==> config.mk <==
export PLATFORM = sky130hd
export DESIGN_NAME = trapezoidal_move_profiler_flat
export DESIGN_NICKNAME = d
export VERILOG_FILES = /design/src/rtl/core/tmp_pkg.sv /design/src/rtl/core/tmp_in_if.sv /design/src/rtl/core/tmp_out_if.sv /design/src/rtl/core/tmp_alu.sv /design/src/rtl/core/tmp_regs.sv /design/src/rtl/core/tmp_core.sv /design/src/rtl/core/trapezoidal_move_profiler.sv /design/src/flat_wrapper.sv
export SDC_FILE = /design/constraint.sdc
export NUM_CORES = 2
export LEC_CHECK = 0
export ABC_AREA = 1
export BUFFER_PORTS_ARGS = -buffer_cell sky130_fd_sc_hd__buf_4
export CAP_MARGIN = 10
export CORE_AREA = 2 2 307 309
export CTS_BUF_LIST = sky130_fd_sc_hd__clkbuf_8
export DETAILED_ROUTE_END_ITERATION = 10
export DIE_AREA = 0 0 309 311
export PLACE_DENSITY = 0.66
export SLEW_MARGIN = 0
export SYNTH_ARGS = -nofsm -noshare
export SYNTH_HDL_FRONTEND = slang
export SYNTH_SLANG_ARGS = --single-unit
==> constraint.sdc <==
create_clock -name clk_i -period 8.4 [get_ports clk_i]
set_clock_uncertainty 0.15 [all_clocks]
set_input_delay 2.1 -clock clk_i [delete_from_list [all_inputs] [get_ports clk_i]]
set_output_delay 2.1 -clock clk_i [all_outputs]
set_load 0.1 [all_outputs]
==> src/rtl/core/tmp_pkg.sv <==
// Package for the trapezoidal move profiler.
// Holds shared widths, codes, reset values and the configuration struct.
// No dependencies.
package tmp_pkg;

  localparam int unsigned ADDR_W  = 4;
  localparam int unsigned DATA_W  = 32;
  localparam int unsigned SPEED_W = 15;
  localparam int unsigned GAIN_W  = 24;
  localparam int unsigned ENC_W   = 32;
  localparam int unsigned AMT_W   = 16;
  localparam int unsigned OUT_W   = 16;
  localparam int unsigned FRAC_W  = 16;
  // headroom above the count width for 3p, 2s and the product feeding the divide
  localparam int unsigned GUARD_W = 18;
  // ramp gain 3*(cruise-min) and the quotient both fit in this many bits
  localparam int unsigned QUO_W   = 17;

  typedef enum logic [1:0] {
    OP_SAMPLE     = 2'd0,
    OP_START_TURN = 2'd1,
    OP_START_MOVE = 2'd2,
    OP_UNUSED     = 2'd3
  } opcode_e;

  typedef enum logic [1:0] {
    REG_MIN_SPEED  = 2'd0,
    REG_MAX_SPEED  = 2'd1,
    REG_TURN_GAIN  = 2'd2,
    REG_DIST_GAIN  = 2'd3
  } reg_idx_e;

  typedef enum logic {
    ALU_ADD = 1'b0,
    ALU_SUB = 1'b1
  } alu_op_e;

  localparam logic [SPEED_W-1:0]       MIN_SPEED_RST = 15'd3277;
  localparam logic [SPEED_W-1:0]       MAX_SPEED_RST = 15'd16384;
  localparam logic signed [GAIN_W-1:0] TURN_GAIN_RST = -24'sd1970504;
  localparam logic signed [GAIN_W-1:0] DIST_GAIN_RST = 24'sd4551475;

  typedef struct packed {
    logic [SPEED_W-1:0]       min_speed;
    logic [SPEED_W-1:0]       max_speed;
    logic signed [GAIN_W-1:0] turn_counts_gain;
    logic signed [GAIN_W-1:0] distance_counts_gain;
  } cfg_t;

endpackage

==> src/rtl/core/tmp_in_if.sv <==
// Input channel of the move profiler: valid/ready with the command payload.
// Depends on tmp_pkg for field widths.
interface tmp_in_if;
  logic                                valid;
  logic                                ready;
  logic [1:0]                          opcode;
  logic signed [tmp_pkg::AMT_W-1:0]    move_amount;
  logic signed [tmp_pkg::ENC_W-1:0]    encoder_count;

  modport source (output valid, opcode, move_amount, encoder_count, input ready);
  modport sink   (input valid, opcode, move_amount, encoder_count, output ready);
endinterface

==> src/rtl/core/tmp_out_if.sv <==
// Output channel of the move profiler: valid/ready with the wheel speed payload.
// Depends on tmp_pkg for field widths.
interface tmp_out_if;
  logic                                valid;
  logic                                ready;
  logic signed [tmp_pkg::OUT_W-1:0]    left_speed;
  logic signed [tmp_pkg::OUT_W-1:0]    right_speed;
  logic                                move_done;

  modport source (output valid, left_speed, right_speed, move_done, input ready);
  modport sink   (input valid, left_speed, right_speed, move_done, output ready);
endinterface

==> src/rtl/core/tmp_alu.sv <==
// Shared adder/subtractor of the move profiler datapath.
// Depends on tmp_pkg for the operation code.
module tmp_alu #(
  parameter int unsigned WIDTH = 50
) (
  input  tmp_pkg::alu_op_e    op_i,
  input  logic [WIDTH-1:0]    a_i,
  input  logic [WIDTH-1:0]    b_i,
  output logic [WIDTH-1:0]    res_o
);

  logic [WIDTH-1:0] b_eff;

  always_comb begin
    unique case (op_i)
      tmp_pkg::ALU_ADD: b_eff = b_i;
      tmp_pkg::ALU_SUB: b_eff = ~b_i;
      default:          b_eff = b_i;
    endcase
  end

  // carry-in of one completes the two's complement for subtract
  assign res_o = a_i + b_eff + WIDTH'(op_i == tmp_pkg::ALU_SUB);

endmodule

==> src/rtl/core/tmp_regs.sv <==
// APB configuration registers of the move profiler.
// Depends on tmp_pkg for the register map, reset values and cfg_t.
module tmp_regs (
  input  logic                         clk_i,
  input  logic                         rst_ni,
  input  logic                         psel,
  input  logic                         penable,
  input  logic                         pwrite,
  input  logic [tmp_pkg::ADDR_W-1:0]   paddr,
  input  logic [tmp_pkg::DATA_W-1:0]   pwdata,
  output logic [tmp_pkg::DATA_W-1:0]   prdata,
  output logic                         pready,
  output tmp_pkg::cfg_t                cfg_o
);

  tmp_pkg::cfg_t     cfg_q;
  tmp_pkg::reg_idx_e idx;
  logic              wr_en;

  assign idx    = tmp_pkg::reg_idx_e'(paddr[3:2]);
  assign wr_en  = psel && penable && pwrite;
  assign pready = 1'b1;
  assign cfg_o  = cfg_q;

  always_ff @(posedge clk_i or negedge rst_ni) begin
    if (!rst_ni) begin
      cfg_q.min_speed            <= tmp_pkg::MIN_SPEED_RST;
      cfg_q.max_speed            <= tmp_pkg::MAX_SPEED_RST;
      cfg_q.turn_counts_gain     <= tmp_pkg::TURN_GAIN_RST;
      cfg_q.distance_counts_gain <= tmp_pkg::DIST_GAIN_RST;
    end else if (wr_en) begin
      unique case (idx)
        tmp_pkg::REG_MIN_SPEED: cfg_q.min_speed <= pwdata[tmp_pkg::SPEED_W-1:0];
        tmp_pkg::REG_MAX_SPEED: cfg_q.max_speed <= pwdata[tmp_pkg::SPEED_W-1:0];
        tmp_pkg::REG_TURN_GAIN: cfg_q.turn_counts_gain <= pwdata[tmp_pkg::GAIN_W-1:0];
        tmp_pkg::REG_DIST_GAIN: cfg_q.distance_counts_gain <= pwdata[tmp_pkg::GAIN_W-1:0];
        default: ;
      endcase
    end
  end

  always_comb begin
    unique case (idx)
      tmp_pkg::REG_MIN_SPEED: prdata = tmp_pkg::DATA_W'(cfg_q.min_speed);
      tmp_pkg::REG_MAX_SPEED: prdata = tmp_pkg::DATA_W'(cfg_q.max_speed);
      tmp_pkg::REG_TURN_GAIN:
        prdata = tmp_pkg::DATA_W'(unsigned'(cfg_q.turn_counts_gain));
      tmp_pkg::REG_DIST_GAIN:
        prdata = tmp_pkg::DATA_W'(unsigned'(cfg_q.distance_counts_gain));
      default: prdata = '0;
    endcase
  end

endmodule

==> src/rtl/core/tmp_core.sv <==
// Sequencer and datapath of the move profiler: phase tracking, ramp
// multiply and divide, all on one shared adder (tmp_alu).
// Depends on tmp_pkg, tmp_alu, tmp_in_if and tmp_out_if.
module tmp_core #(
  parameter int unsigned COUNT_WIDTH = 32
) (
  input  logic           clk_i,
  input  logic           rst_ni,
  input  tmp_pkg::cfg_t  cfg_i,
  tmp_in_if.sink         in_i,
  tmp_out_if.source      out_o
);

  localparam int unsigned CW  = COUNT_WIDTH;
  localparam int unsigned AW  = CW + tmp_pkg::GUARD_W;
  localparam int unsigned CNT_W = $clog2(tmp_pkg::QUO_W);

  typedef enum logic [2:0] {
    PH_IDLE, PH_WAIT, PH_UP, PH_CRUISE, PH_DOWN
  } phase_e;

  typedef enum logic [3:0] {
    ST_IDLE, ST_ABS, ST_DIFF, ST_NEG, ST_TRIPLE, ST_TEST1, ST_TEST2,
    ST_TEST3, ST_XPREP, ST_MUL, ST_DIV, ST_OUT
  } state_e;

  typedef enum logic [1:0] {
    OM_DONE, OM_CRUISE, OM_RAMP
  } out_mode_e;

  state_e    state_q;
  phase_e    phase_q;
  out_mode_e mode_q;

  logic                      turn_q;
  logic [CW-1:0]             span_q;
  logic [CW-1:0]             s_q;
  logic [tmp_pkg::ENC_W-1:0] start_q;
  logic [tmp_pkg::ENC_W-1:0] enc_q;
  logic [AW-1:0]             p_q;
  logic [AW-1:0]             t_q;
  logic [AW-1:0]             x_q;
  logic [AW-1:0]             acc_q;
  logic [AW-1:0]             rem_q;
  logic [tmp_pkg::QUO_W-1:0] quo_q;
  logic [tmp_pkg::QUO_W-1:0] kval_q;
  logic [CNT_W-1:0]          cnt_q;

  logic                      out_valid_q;
  logic signed [tmp_pkg::OUT_W-1:0] left_q;
  logic signed [tmp_pkg::OUT_W-1:0] right_q;
  logic                      done_q;

  tmp_pkg::alu_op_e alu_op;
  logic [AW-1:0]    alu_a;
  logic [AW-1:0]    alu_b;
  logic [AW-1:0]    alu_res;

  logic                              rev;
  logic                              in_xfer;
  tmp_pkg::opcode_e                  op;
  logic signed [tmp_pkg::GAIN_W-1:0] gain_sel;
  logic signed [tmp_pkg::AMT_W+tmp_pkg::GAIN_W-1:0] prod;
  logic [63:0]                       span64;
  logic [63:0]                       enc64;
  logic [63:0]                       start64;
  logic [AW-1:0]                     span_ext;
  logic [AW-1:0]                     enc_ext;
  logic [AW-1:0]                     start_ext;
  logic [AW-1:0]                     s_ext;
  logic [AW-1:0]                     s2_ext;
  logic                              p_pos;
  logic                              div_ge;

  logic [tmp_pkg::SPEED_W-1:0]       cr;
  logic [tmp_pkg::SPEED_W-1:0]       cr_minus_mn;
  logic [tmp_pkg::QUO_W-1:0]         kval;
  logic [tmp_pkg::QUO_W:0]           ramp_sum;
  logic [tmp_pkg::SPEED_W-1:0]       v_mag;
  logic signed [tmp_pkg::OUT_W-1:0]  v_pos;
  logic signed [tmp_pkg::OUT_W-1:0]  v_left;
  logic signed [tmp_pkg::OUT_W-1:0]  v_right;
  logic                              out_free;

  tmp_alu #(.WIDTH(AW)) u_alu (
    .op_i  (alu_op),
    .a_i   (alu_a),
    .b_i   (alu_b),
    .res_o (alu_res)
  );

  assign op       = tmp_pkg::opcode_e'(in_i.opcode);
  assign in_i.ready = (state_q == ST_IDLE);
  assign in_xfer  = in_i.valid && in_i.ready;

  // span = floor(amount * gain / 2^16), wrapped to the count width
  assign gain_sel = (op == tmp_pkg::OP_START_TURN) ? cfg_i.turn_counts_gain
                                                   : cfg_i.distance_counts_gain;
  assign prod     = in_i.move_amount * gain_sel;
  assign span64   = 64'(signed'(prod[tmp_pkg::AMT_W+tmp_pkg::GAIN_W-1:tmp_pkg::FRAC_W]));

  assign enc64    = 64'(signed'(enc_q));
  assign start64  = 64'(signed'(start_q));
  assign rev      = span_q[CW-1];
  assign span_ext = {{tmp_pkg::GUARD_W{span_q[CW-1]}}, span_q};
  assign enc_ext  = {{tmp_pkg::GUARD_W{enc64[CW-1]}}, enc64[CW-1:0]};
  assign start_ext = {{tmp_pkg::GUARD_W{start64[CW-1]}}, start64[CW-1:0]};
  assign s_ext    = {{tmp_pkg::GUARD_W{1'b0}}, s_q};
  assign s2_ext   = {{(tmp_pkg::GUARD_W-1){1'b0}}, s_q, 1'b0};
  assign p_pos    = !p_q[AW-1] && (p_q != '0);
  assign div_ge   = !alu_res[AW-1];

  // shared adder operand select
  always_comb begin
    alu_op = tmp_pkg::ALU_ADD;
    alu_a  = '0;
    alu_b  = '0;
    unique case (state_q)
      ST_ABS: begin
        alu_op = rev ? tmp_pkg::ALU_SUB : tmp_pkg::ALU_ADD;
        alu_a  = rev ? '0 : span_ext;
        alu_b  = rev ? span_ext : '0;
      end
      ST_DIFF: begin
        alu_op = tmp_pkg::ALU_SUB;
        alu_a  = enc_ext;
        alu_b  = start_ext;
      end
      ST_NEG: begin
        alu_op = tmp_pkg::ALU_SUB;
        alu_a  = rev ? '0 : p_q;
        alu_b  = rev ? p_q : '0;
      end
      ST_TRIPLE: begin
        alu_a  = {p_q[AW-2:0], 1'b0};
        alu_b  = p_q;
      end
      ST_TEST1: begin
        alu_op = tmp_pkg::ALU_SUB;
        alu_a  = t_q;
        alu_b  = s_ext;
      end
      ST_TEST2: begin
        alu_op = tmp_pkg::ALU_SUB;
        alu_a  = t_q;
        alu_b  = s2_ext;
      end
      ST_TEST3: begin
        alu_op = tmp_pkg::ALU_SUB;
        alu_a  = p_q;
        alu_b  = s_ext;
      end
      ST_XPREP: begin
        if (phase_q == PH_UP) begin
          alu_a = p_pos ? p_q : '0;
        end else begin
          alu_op = tmp_pkg::ALU_SUB;
          alu_a  = s_ext;
          alu_b  = p_q;
        end
      end
      ST_MUL: begin
        alu_a  = {acc_q[AW-2:0], 1'b0};
        alu_b  = kval_q[cnt_q] ? x_q : '0;
      end
      ST_DIV: begin
        alu_op = tmp_pkg::ALU_SUB;
        alu_a  = {rem_q[AW-2:0], quo_q[tmp_pkg::QUO_W-1]};
        alu_b  = s_ext;
      end
      ST_IDLE, ST_OUT: ;
      default: ;
    endcase
  end

  // speed shaping
  assign cr          = (cfg_i.max_speed > cfg_i.min_speed) ? cfg_i.max_speed
                                                           : cfg_i.min_speed;
  assign cr_minus_mn = cr - cfg_i.min_speed;
  assign kval        = {1'b0, cr_minus_mn, 1'b0} + {2'b0, cr_minus_mn};
  assign ramp_sum    = {3'b0, cfg_i.min_speed} + {1'b0, quo_q};
  always_comb begin
    unique case (mode_q)
      OM_RAMP:  v_mag = (ramp_sum > {3'b0, cr}) ? cr : ramp_sum[tmp_pkg::SPEED_W-1:0];
      OM_CRUISE: v_mag = cr;
      OM_DONE:  v_mag = '0;
      default:  v_mag = '0;
    endcase
  end
  assign v_pos    = {1'b0, v_mag};
  assign v_left   = rev ? -v_pos : v_pos;
  assign v_right  = turn_q ? -v_left : v_left;
  assign out_free = !out_valid_q || out_o.ready;

  assign out_o.valid       = out_valid_q;
  assign out_o.left_speed  = left_q;
  assign out_o.right_speed = right_q;
  assign out_o.move_done   = done_q;

  always_ff @(posedge clk_i or negedge rst_ni) begin
    if (!rst_ni) begin
      state_q     <= ST_IDLE;
      phase_q     <= PH_IDLE;
      mode_q      <= OM_DONE;
      turn_q      <= 1'b0;
      span_q      <= '0;
      s_q         <= '0;
      start_q     <= '0;
      enc_q       <= '0;
      p_q         <= '0;
      t_q         <= '0;
      x_q         <= '0;
      acc_q       <= '0;
      rem_q       <= '0;
      quo_q       <= '0;
      kval_q      <= '0;
      cnt_q       <= '0;
      out_valid_q <= 1'b0;
      left_q      <= '0;
      right_q     <= '0;
      done_q      <= 1'b0;
    end else begin
      // drop the taken result unless ST_OUT reloads the register this cycle
      if (out_valid_q && out_o.ready && state_q != ST_OUT) begin
        out_valid_q <= 1'b0;
      end
      unique case (state_q)
        ST_IDLE: begin
          if (in_xfer) begin
            if (op == tmp_pkg::OP_START_TURN || op == tmp_pkg::OP_START_MOVE) begin
              span_q  <= span64[CW-1:0];
              turn_q  <= (op == tmp_pkg::OP_START_TURN);
              phase_q <= PH_WAIT;
              state_q <= ST_ABS;
            end else if (op == tmp_pkg::OP_SAMPLE && phase_q != PH_IDLE) begin
              enc_q <= in_i.encoder_count;
              if (phase_q == PH_WAIT) begin
                start_q <= in_i.encoder_count;
                phase_q <= PH_UP;
              end
              if (span_q == '0) begin
                phase_q <= PH_IDLE;
                mode_q  <= OM_DONE;
                state_q <= ST_OUT;
              end else begin
                state_q <= ST_DIFF;
              end
            end
          end
        end
        ST_ABS: begin
          s_q     <= alu_res[CW-1:0];
          state_q <= ST_IDLE;
        end
        ST_DIFF: begin
          // wrap the difference to the count width, then widen
          p_q     <= {{tmp_pkg::GUARD_W{alu_res[CW-1]}}, alu_res[CW-1:0]};
          state_q <= ST_NEG;
        end
        ST_NEG: begin
          p_q     <= alu_res;
          state_q <= ST_TRIPLE;
        end
        ST_TRIPLE: begin
          t_q     <= alu_res;
          state_q <= ST_TEST1;
        end
        ST_TEST1: begin
          if (phase_q == PH_UP && alu_res[AW-1]) begin
            state_q <= ST_XPREP;
          end else begin
            if (phase_q == PH_UP) begin
              phase_q <= PH_CRUISE;
            end
            state_q <= ST_TEST2;
          end
        end
        ST_TEST2: begin
          if (phase_q == PH_CRUISE && alu_res[AW-1]) begin
            mode_q  <= OM_CRUISE;
            state_q <= ST_OUT;
          end else begin
            phase_q <= PH_DOWN;
            state_q <= ST_TEST3;
          end
        end
        ST_TEST3: begin
          if (!alu_res[AW-1]) begin
            phase_q <= PH_IDLE;
            mode_q  <= OM_DONE;
            state_q <= ST_OUT;
          end else begin
            state_q <= ST_XPREP;
          end
        end
        ST_XPREP: begin
          x_q    <= alu_res;
          kval_q <= kval;
          acc_q  <= '0;
          cnt_q  <= CNT_W'(tmp_pkg::QUO_W - 1);
          // ramp down with no forward progress already meets the cruise cap
          if (phase_q == PH_DOWN && !p_pos) begin
            mode_q  <= OM_CRUISE;
            state_q <= ST_OUT;
          end else begin
            state_q <= ST_MUL;
          end
        end
        ST_MUL: begin
          acc_q <= alu_res;
          if (cnt_q == '0) begin
            rem_q   <= AW'(alu_res[AW-1:tmp_pkg::QUO_W]);
            quo_q   <= alu_res[tmp_pkg::QUO_W-1:0];
            cnt_q   <= CNT_W'(tmp_pkg::QUO_W - 1);
            state_q <= ST_DIV;
          end else begin
            cnt_q <= cnt_q - 1'b1;
          end
        end
        ST_DIV: begin
          rem_q <= div_ge ? alu_res : alu_a;
          quo_q <= {quo_q[tmp_pkg::QUO_W-2:0], div_ge};
          if (cnt_q == '0) begin
            mode_q  <= OM_RAMP;
            state_q <= ST_OUT;
          end else begin
            cnt_q <= cnt_q - 1'b1;
          end
        end
        ST_OUT: begin
          // hold here while an earlier result still waits
          if (out_free) begin
            out_valid_q <= 1'b1;
            left_q      <= v_left;
            right_q     <= v_right;
            done_q      <= (mode_q == OM_DONE);
            state_q     <= ST_IDLE;
          end
        end
        default: state_q <= ST_IDLE;
      endcase
    end
  end

endmodule

==> src/rtl/core/trapezoidal_move_profiler.sv <==
// Trapezoidal move profiler. A start command (opcode 1 turn, 2 straight) is
// taken in ST_IDLE and passes ST_ABS, which stores the span magnitude, before
// the next item is accepted. An encoder sample (opcode 0) in ramp up or ramp
// down runs adder steps for the phase tests, then 17 shift-add multiply
// steps and 17 restoring divide steps, all on one shared adder/subtractor
// of COUNT_WIDTH+18 bits. Cruise samples, the final sample of a move (also
// when the span is zero) and a ramp-down sample with no forward progress
// skip the multiply and divide. Samples while idle and opcode 3 are dropped.
// Results sit in an output register, so a new item can be taken while one
// waits; a further result holds the sequencer until it is free.
// Depends on tmp_pkg, tmp_in_if, tmp_out_if, tmp_regs and tmp_core.
module trapezoidal_move_profiler #(
  parameter int unsigned COUNT_WIDTH = 32
) (
  input  logic                         clk_i,
  input  logic                         rst_ni,
  input  logic                         psel,
  input  logic                         penable,
  input  logic                         pwrite,
  input  logic [tmp_pkg::ADDR_W-1:0]   paddr,
  input  logic [tmp_pkg::DATA_W-1:0]   pwdata,
  output logic [tmp_pkg::DATA_W-1:0]   prdata,
  output logic                         pready,
  tmp_in_if.sink                       in_i,
  tmp_out_if.source                    out_o
);

  tmp_pkg::cfg_t cfg;

  tmp_regs u_regs (
    .clk_i   (clk_i),
    .rst_ni  (rst_ni),
    .psel    (psel),
    .penable (penable),
    .pwrite  (pwrite),
    .paddr   (paddr),
    .pwdata  (pwdata),
    .prdata  (prdata),
    .pready  (pready),
    .cfg_o   (cfg)
  );

  tmp_core #(.COUNT_WIDTH(COUNT_WIDTH)) u_core (
    .clk_i  (clk_i),
    .rst_ni (rst_ni),
    .cfg_i  (cfg),
    .in_i   (in_i),
    .out_o  (out_o)
  );

endmodule

==> src/flat_wrapper.sv <==
// flat-port wrapper written by rule: the top's interface ports become plain ports
module trapezoidal_move_profiler_flat 
#(
  parameter int unsigned COUNT_WIDTH = 32
)
  (clk_i, rst_ni, psel, penable, pwrite, paddr, pwdata, prdata, pready, in_i_valid, in_i_opcode, in_i_move_amount, in_i_encoder_count, in_i_ready, out_o_valid, out_o_left_speed, out_o_right_speed, out_o_move_done, out_o_ready);
  tmp_in_if in_i_i ();
  tmp_out_if out_o_i ();
  input  logic clk_i;
  input  logic rst_ni;
  input  logic psel;
  input  logic penable;
  input  logic pwrite;
  input  logic [tmp_pkg::ADDR_W-1:0] paddr;
  input  logic [tmp_pkg::DATA_W-1:0] pwdata;
  output logic [tmp_pkg::DATA_W-1:0] prdata;
  output logic pready;
  input wire logic [$bits(in_i_i.valid)-1:0] in_i_valid;
  input wire logic [$bits(in_i_i.opcode)-1:0] in_i_opcode;
  input wire logic [$bits(in_i_i.move_amount)-1:0] in_i_move_amount;
  input wire logic [$bits(in_i_i.encoder_count)-1:0] in_i_encoder_count;
  output wire logic [$bits(in_i_i.ready)-1:0] in_i_ready;
  output wire logic [$bits(out_o_i.valid)-1:0] out_o_valid;
  output wire logic [$bits(out_o_i.left_speed)-1:0] out_o_left_speed;
  output wire logic [$bits(out_o_i.right_speed)-1:0] out_o_right_speed;
  output wire logic [$bits(out_o_i.move_done)-1:0] out_o_move_done;
  input wire logic [$bits(out_o_i.ready)-1:0] out_o_ready;
  assign in_i_i.valid = in_i_valid;
  assign in_i_i.opcode = in_i_opcode;
  assign in_i_i.move_amount = in_i_move_amount;
  assign in_i_i.encoder_count = in_i_encoder_count;
  assign in_i_ready = in_i_i.ready;
  assign out_o_valid = out_o_i.valid;
  assign out_o_left_speed = out_o_i.left_speed;
  assign out_o_right_speed = out_o_i.right_speed;
  assign out_o_move_done = out_o_i.move_done;
  assign out_o_i.ready = out_o_ready;
  trapezoidal_move_profiler #(.COUNT_WIDTH(COUNT_WIDTH)) u_core (.clk_i(clk_i), .rst_ni(rst_ni), .psel(psel), .penable(penable), .pwrite(pwrite), .paddr(paddr), .pwdata(pwdata), .prdata(prdata), .pready(pready), .in_i(in_i_i), .out_o(out_o_i));
endmodule
After elaboration in Yosys (flattened, before gate mapping)
Index checks and enable logic that the tools add are counted.
{ "classes": {"addsub": 8, "n_mul": 1, "n_div": 0, "order_cmp": 3, "eq_ne": 39, "n_shift": 0, "n_mux": 67, "bitwise_logic": 3, "n_reduce_logical": 46} }
{ "ops": {"columns": ["op", "n"], "rows": [
  ["one-hot mux 50 bit (9 select lines)", 1],
  ["one-hot mux 50 bit (8 select lines)", 1],
  ["2-to-1 mux 50 bit", 7],
  ["one-hot mux 50 bit (2 select lines)", 2],
  ["one-hot mux 49 bit (2 select lines)", 2],
  ["one-hot mux 32 bit (4 select lines)", 1],
  ["2-to-1 mux 49 bit", 2],
  ["adder 50 x 1 -> 50 bit", 1],
  ["adder 50 bit", 1],
  ["inverter 50 bit", 1],
  ["nonzero test 50 bit", 1],
  ["one-hot mux 4 bit (11 select lines)", 1],
  ["multiplier 16 x 24 -> 40 bit", 1],
  ["2-to-1 mux 4 bit", 9],
  ["one-hot mux 17 bit (2 select lines)", 1],
  ["zero test 32 bit", 1],
  ["2-to-1 mux 16 bit", 2],
  ["2-to-1 mux 31 bit", 1],
  ["2-to-1 mux 15 bit", 2],
  ["one-hot mux 15 bit (2 select lines)", 1],
  ["2-to-1 mux 3 bit", 9],
  ["2-to-1 mux 24 bit", 1],
  ["inequality test 2 bit, second input constant", 11],
  ["2-to-1 mux 2 bit", 10],
  ["other kinds (50)", 97]
]} }
{ "word_totals": {"register_bits": 529, "latch_bits": 0, "ramBits": 0, "rom_bits": 0, "in_bits": 93, "out_inout_bits": 68, "wordCells": 191, "mem_count": 0} }

Depth between registers and ports, before layout
{ "depth": {"ltp_word": 11, "depth_mapped": 43, "ltp_nobuf": 42} }

Modules after synthesis
Synthesis repeated with hierarchy kept, for this count alone.
{ "unflattened": {"cells_unflattened": 6288, "area_unflattened_um2": 47526.8} }
{ "by_module_without_submodules": {"columns": ["module", "n_inst", "cells_each", "area_per_inst_um2", "seq_area_each_um2"], "rows": [
  ["tmp_core", 1, 4879, 38846.0, 11260.8],
  ["tmp_alu", 1, 939, 4857.2, 0.0],
  ["tmp_regs", 1, 470, 3823.7, 1994.4]
]} }

Least setup slack after synthesis
Ideal clock, no wire load.
{ "synth_timing": {"path_type": "input -> register", "startpoint": "input in_i_opcode[1]", "endpoint": "register u_core.u_core.span_q[22]", "setup_time_ns": 0.135, "arrival_ns": 8.615, "t_required_ns": 8.115, "path_slack_ns": -0.500, "path_stages": 34, "n_path_buf": 3, "path_cell_list": "inv_1 ha_1 clkbuf_1 clkbuf_1 o21ai_0 inv_1 clkbuf_1 nand2_1 fa_1 inv_1 fa_1 inv_1 fa_1 fa_1 inv_1 fa_1 inv_1 fa_1 inv_1 ha_1 nand2_1 nor2_1 nand4_1 o21ai_1 nand3_1 a21oi_1 nor2_1 o21ai_1 a21boi_0 o21ai_0 nand2_1 nand2_1 xor2_1 o21ai_0"} }
{ "synth_via": {"elab_chain_cells": 3, "word_cells_on_any_way": 6, "classes_between": "mul (1); eq/ne (2); mux (1); reduce/logical (2)"} }
{ "synth_rtl": {"columns": ["item", "line", "text"], "rows": [
  ["start: declaration", "flat_wrapper.sv:19", "input wire logic [$bits(in_i_i.opcode)-1:0] in_i_opcode;"],
  ["equality test 2 x 1 -> 1 bit / equality test 2 bit (equally long branches)", "tmp_core.sv:97, tmp_core.sv:230", null],
  ["2-to-1 mux 24 bit / logical OR 1 bit (equally long branches)", "tmp_core.sv:97, tmp_core.sv:230", null],
  ["multiplier 16 x 24 -> 40 bit / AND reduction 3 bit (equally long branches)", null, null],
  ["end signal: assignment", "tmp_core.sv:231", "span_q <= span64[CW-1:0];"],
  ["end: declaration", "tmp_core.sv:36", "logic [CW-1:0] span_q;"]
]} }
Several ways; a longest one is shown, not always the timed one.
A chain may end at the register's enable or synchronous reset.

Worst setup path in the final report
{ "layout_timing": {"startpoint": "input in_i_opcode[1]", "endpoint": "register u_core.u_core.span_q[8]"} }
Same word-level chain as after synthesis.

==> results.md <==
* Critical Path Fanout Max at 17
* Most frequent cells in the layout: nand2_1 (1425), inv_1 (950), o21ai_0 (575)
* DR WL/cell at 20.6 um
* Setup total negative slack at 0 ns
* Crit Path Category: in2reg
* Final min period at 8.01 ns
* Syn_area_per_cell at 7.72 um^2
* Slew Viols, Final at 0
* Arr. time, crit path at 8.51 ns
* Slew margin rel. at 0.173
* Fmax at 0.125 GHz
* DRT Pass-1 Iters at 8
* Prevailing post-synth register cell: dfrtp_1
* Met1 Track Usage GR at 0.427
* Ys async rst share at 1.00
* Row count at 112
* Hold Fails Final Rpt at 0
* Die span in x at 309 um
* Register area share after synthesis at 0.287
* Clock transition at the registers of the reported paths at 0.06 ns
* Placed Area at 50000 um^2
* Root Driver: clkbuf_8
* Largest net degree at the start of global routing at 127
* Seq cells post-synth at 528
* Placer congestion estimate at 1.00
* RSZ-0062 raised after global routing: no
* Max incr delay on CP at 0.57 ns
* Chip height at 311 um
* Vias per inst at 5.58
* Clock buffer depth at 3
* Startpoint Class: primary input
* Critical Path RT at 8.89 ns
* Met2 Use GR at 0.530
* Most crowded layer after global routing: met2
* CTS Buf Count at 95
* Max Cap Viol at 0
* Final setup vio count at 0
* Final HPWL DP at 119000 um
* Met3 usage at 0.0467
* Critical-path top delay cell: fa_1
* PortBufs at 141
* Slew @ Worst Pin at 1.23 ns
* CP Capture Type: flop
* # H-tree levels at 3
* DRT iter0 DRCs at 4252
* Layout fillers at 8925
* Routed Antenna Nets at 0
* DIE AREA at 96100 um^2
* Share of cells above drive strength 1 at 0.123
* TritonCTS clock tree: built
* Final instance area at 52100 um^2
* Synth warn at 0
* Hold Path Class: reg2reg
* GRT overflow at 0
* Cell repeated most along the worst path: fa_1
* Status: finished, final reports clean
* Final period util at 0.954
* Number of global-route vias before repair at 42200
* Skew-Pair Late Insertion Delay at 0.78 ns
* Most common cell after layout, fill and taps aside: nand2_1
* Core Area at 92800 um^2
* Layout Area Growth over Synthesis at 12.9%
* Initial antenna violation count at 6
* Starting Density at 0.498
* Vias at 42300
* Residual DRC count at 0
* Ports at 161
* Post-synth cell types at 62
* Number of flops mapped to enable cells by yosys at 0
* First-pass GRT wire length at 243000 um
* Clock net sink count at 528
* GRT Overall Usage at 0.327
* Final WL at 156000 um
* Nets at 6943
* Synthesized instance count at 5984
* CTS Hold Bufs at 0
* Mapped cell area at 46200 um^2
metrics by stage:
| stage | instances | setup WS, ns | hold slack, ns | util |
|---|---|---|---|---|
| 6_report | 7574 | 0.387 | 0.329 | 0.562 |
| 5_1_grt | 7573 | 0.0118 | 0.355 | 0.562 |
| 4_1_cts | 7572 | 0.0365 | 0.328 | 0.561 |
| 3_5_place_dp | 7404 | -0.869 | 0.315 | 0.539 |
| 3_3_place_gp | 7404 | -0.834 | 0.301 | 0.539 |
| 2_1_floorplan | 5991 | 0.0220 | 0.287 | - |
cell families after synthesis:
group | Yosys count | synth area share
AND/OR/NAND/NOR | 2206 | 0.196
adder cells (fa/ha/maj) | 603 | 0.225
AO/OA/AOI/OAI | 1257 | 0.159
flip-flops | 528 | 0.287
other | 2 | 0.000163
XOR/XNOR | 155 | 0.0296
buffers and inverters | 1229 | 0.102
multiplexers | 4 | 0.000975
critical path, delay by kind of cell:
family / cells / cell delay, ns
XOR/XNOR: 1 / 0.10
adder cells (fa/ha/maj): 8 / 3.56
AO/OA/AOI/OAI: 5 / 0.78
buffers and inverters: 11 / 1.02
AND/OR/NAND/NOR: 10 / 0.92
final cells by class:
class,count,area (um^2),share of cell area
Timing Repair Buffer,421,3270,0.0627
Sequential cell,528,13300,0.254
Multi-Input combinational cell,4234,28400,0.544
Antenna cell,2,5.00,0.0000960
Tap cell,1254,1570,0.0301
Clock buffer,113,1560,0.0298
Clock inverter,55,482,0.00924
Inverter,967,3640,0.0698
what timing repair did:
item / CTS / global route
resized for setup: 2 / 30
setup buffers: 0 / 0
setup endpoints to repair: 7 / 19
pin swaps: 0 / 11
registers in the layout, indices dropped and copies added (netlist names), 16 cells and up:
| register | cells |
|---|---|
| u_core.u_core.x_q | 50 |
| u_core.u_core.span_q | 24 |
| u_core.u_regs.cfg_o | 78 |
| u_core.u_core.rem_q | 49 |
| u_core.u_core.p_q | 50 |
| u_core.u_core.s_q | 32 |
| u_core.u_core.t_q | 50 |
| u_core.u_core.kval_q | 17 |
| u_core.u_core.enc_q | 32 |
| u_core.u_core.quo_q | 17 |
| u_core.u_core.out_o.left_speed | 16 |
| u_core.u_core.acc_q | 49 |
| u_core.u_core.start_q | 32 |
worst paths after layout:
path                                                          start                                   to  slack (ns)  depth (start not counted)
worst max-delay path                                 in_i_opcode[1]  u_core.u_core.span_q[8]$_DFFE_PN0P_        0.39                         35
worst min-delay path            u_core.u_core.kval_q[1]$_DFFE_PN0P_  u_core.u_core.kval_q[1]$_DFFE_PN0P_        0.33                          2
worst max register to register    u_core.u_core.p_q[11]$_DFFE_PN0P_  u_core.u_core.rem_q[15]$_DFFE_PN0P_        1.53                         32
worst min register to register  u_core.u_core.kval_q[1]$_DFFE_PN0P_  u_core.u_core.kval_q[1]$_DFFE_PN0P_        0.33                          2
max in group asynchronous                                    rst_ni    u_core.u_core.t_q[10]$_DFFE_PN0N_        5.52                          2
min in group asynchronous                                    rst_ni  u_core.u_core.enc_q[26]$_DFFE_PN0P_        1.17                          1
routing by layer:
metal	vias up	share of wire
met2	1743	0.47
met4	4	0.055
met3	401	0.074
li1	19700	-
met1	20400	0.41
met5	-	0.00015
synth_stat cells (14+ instances only):
cell type / instances / area, um^2
o21a_1: 28 / 210
dfrtp_1: 494 / 12400
a22oi_1: 27 / 203
or2_2: 16 / 100
buf_2: 16 / 80.1
buf_1: 16 / 60.1
nor3_1: 26 / 130
a2111oi_0: 20 / 175
a21oi_1: 223 / 1120
nand2_1: 1428 / 5360
dfstp_2: 34 / 893
nor4_1: 14 / 87.6
o22ai_1: 73 / 457
xor2_1: 103 / 902
o221ai_1: 16 / 140
a31oi_1: 25 / 156
fa_1: 377 / 7550
nor2_1: 431 / 1620
a221oi_1: 66 / 578
inv_1: 925 / 3470
xnor2_1: 51 / 447
nor2_2: 30 / 188
ha_1: 226 / 2830
nand4_1: 34 / 213
a211oi_1: 20 / 150
inv_2: 31 / 116
o21ai_1: 57 / 285
clkbuf_1: 211 / 792
nand3b_1: 16 / 120
nand2_2: 32 / 200
o211ai_1: 57 / 428
o21ai_0: 584 / 2920
nand3_1: 147 / 736
o2111ai_1: 25 / 219
Power is not shown: default switching activity piles up to over one toggle a cycle in this logic, so the estimate is an artifact.
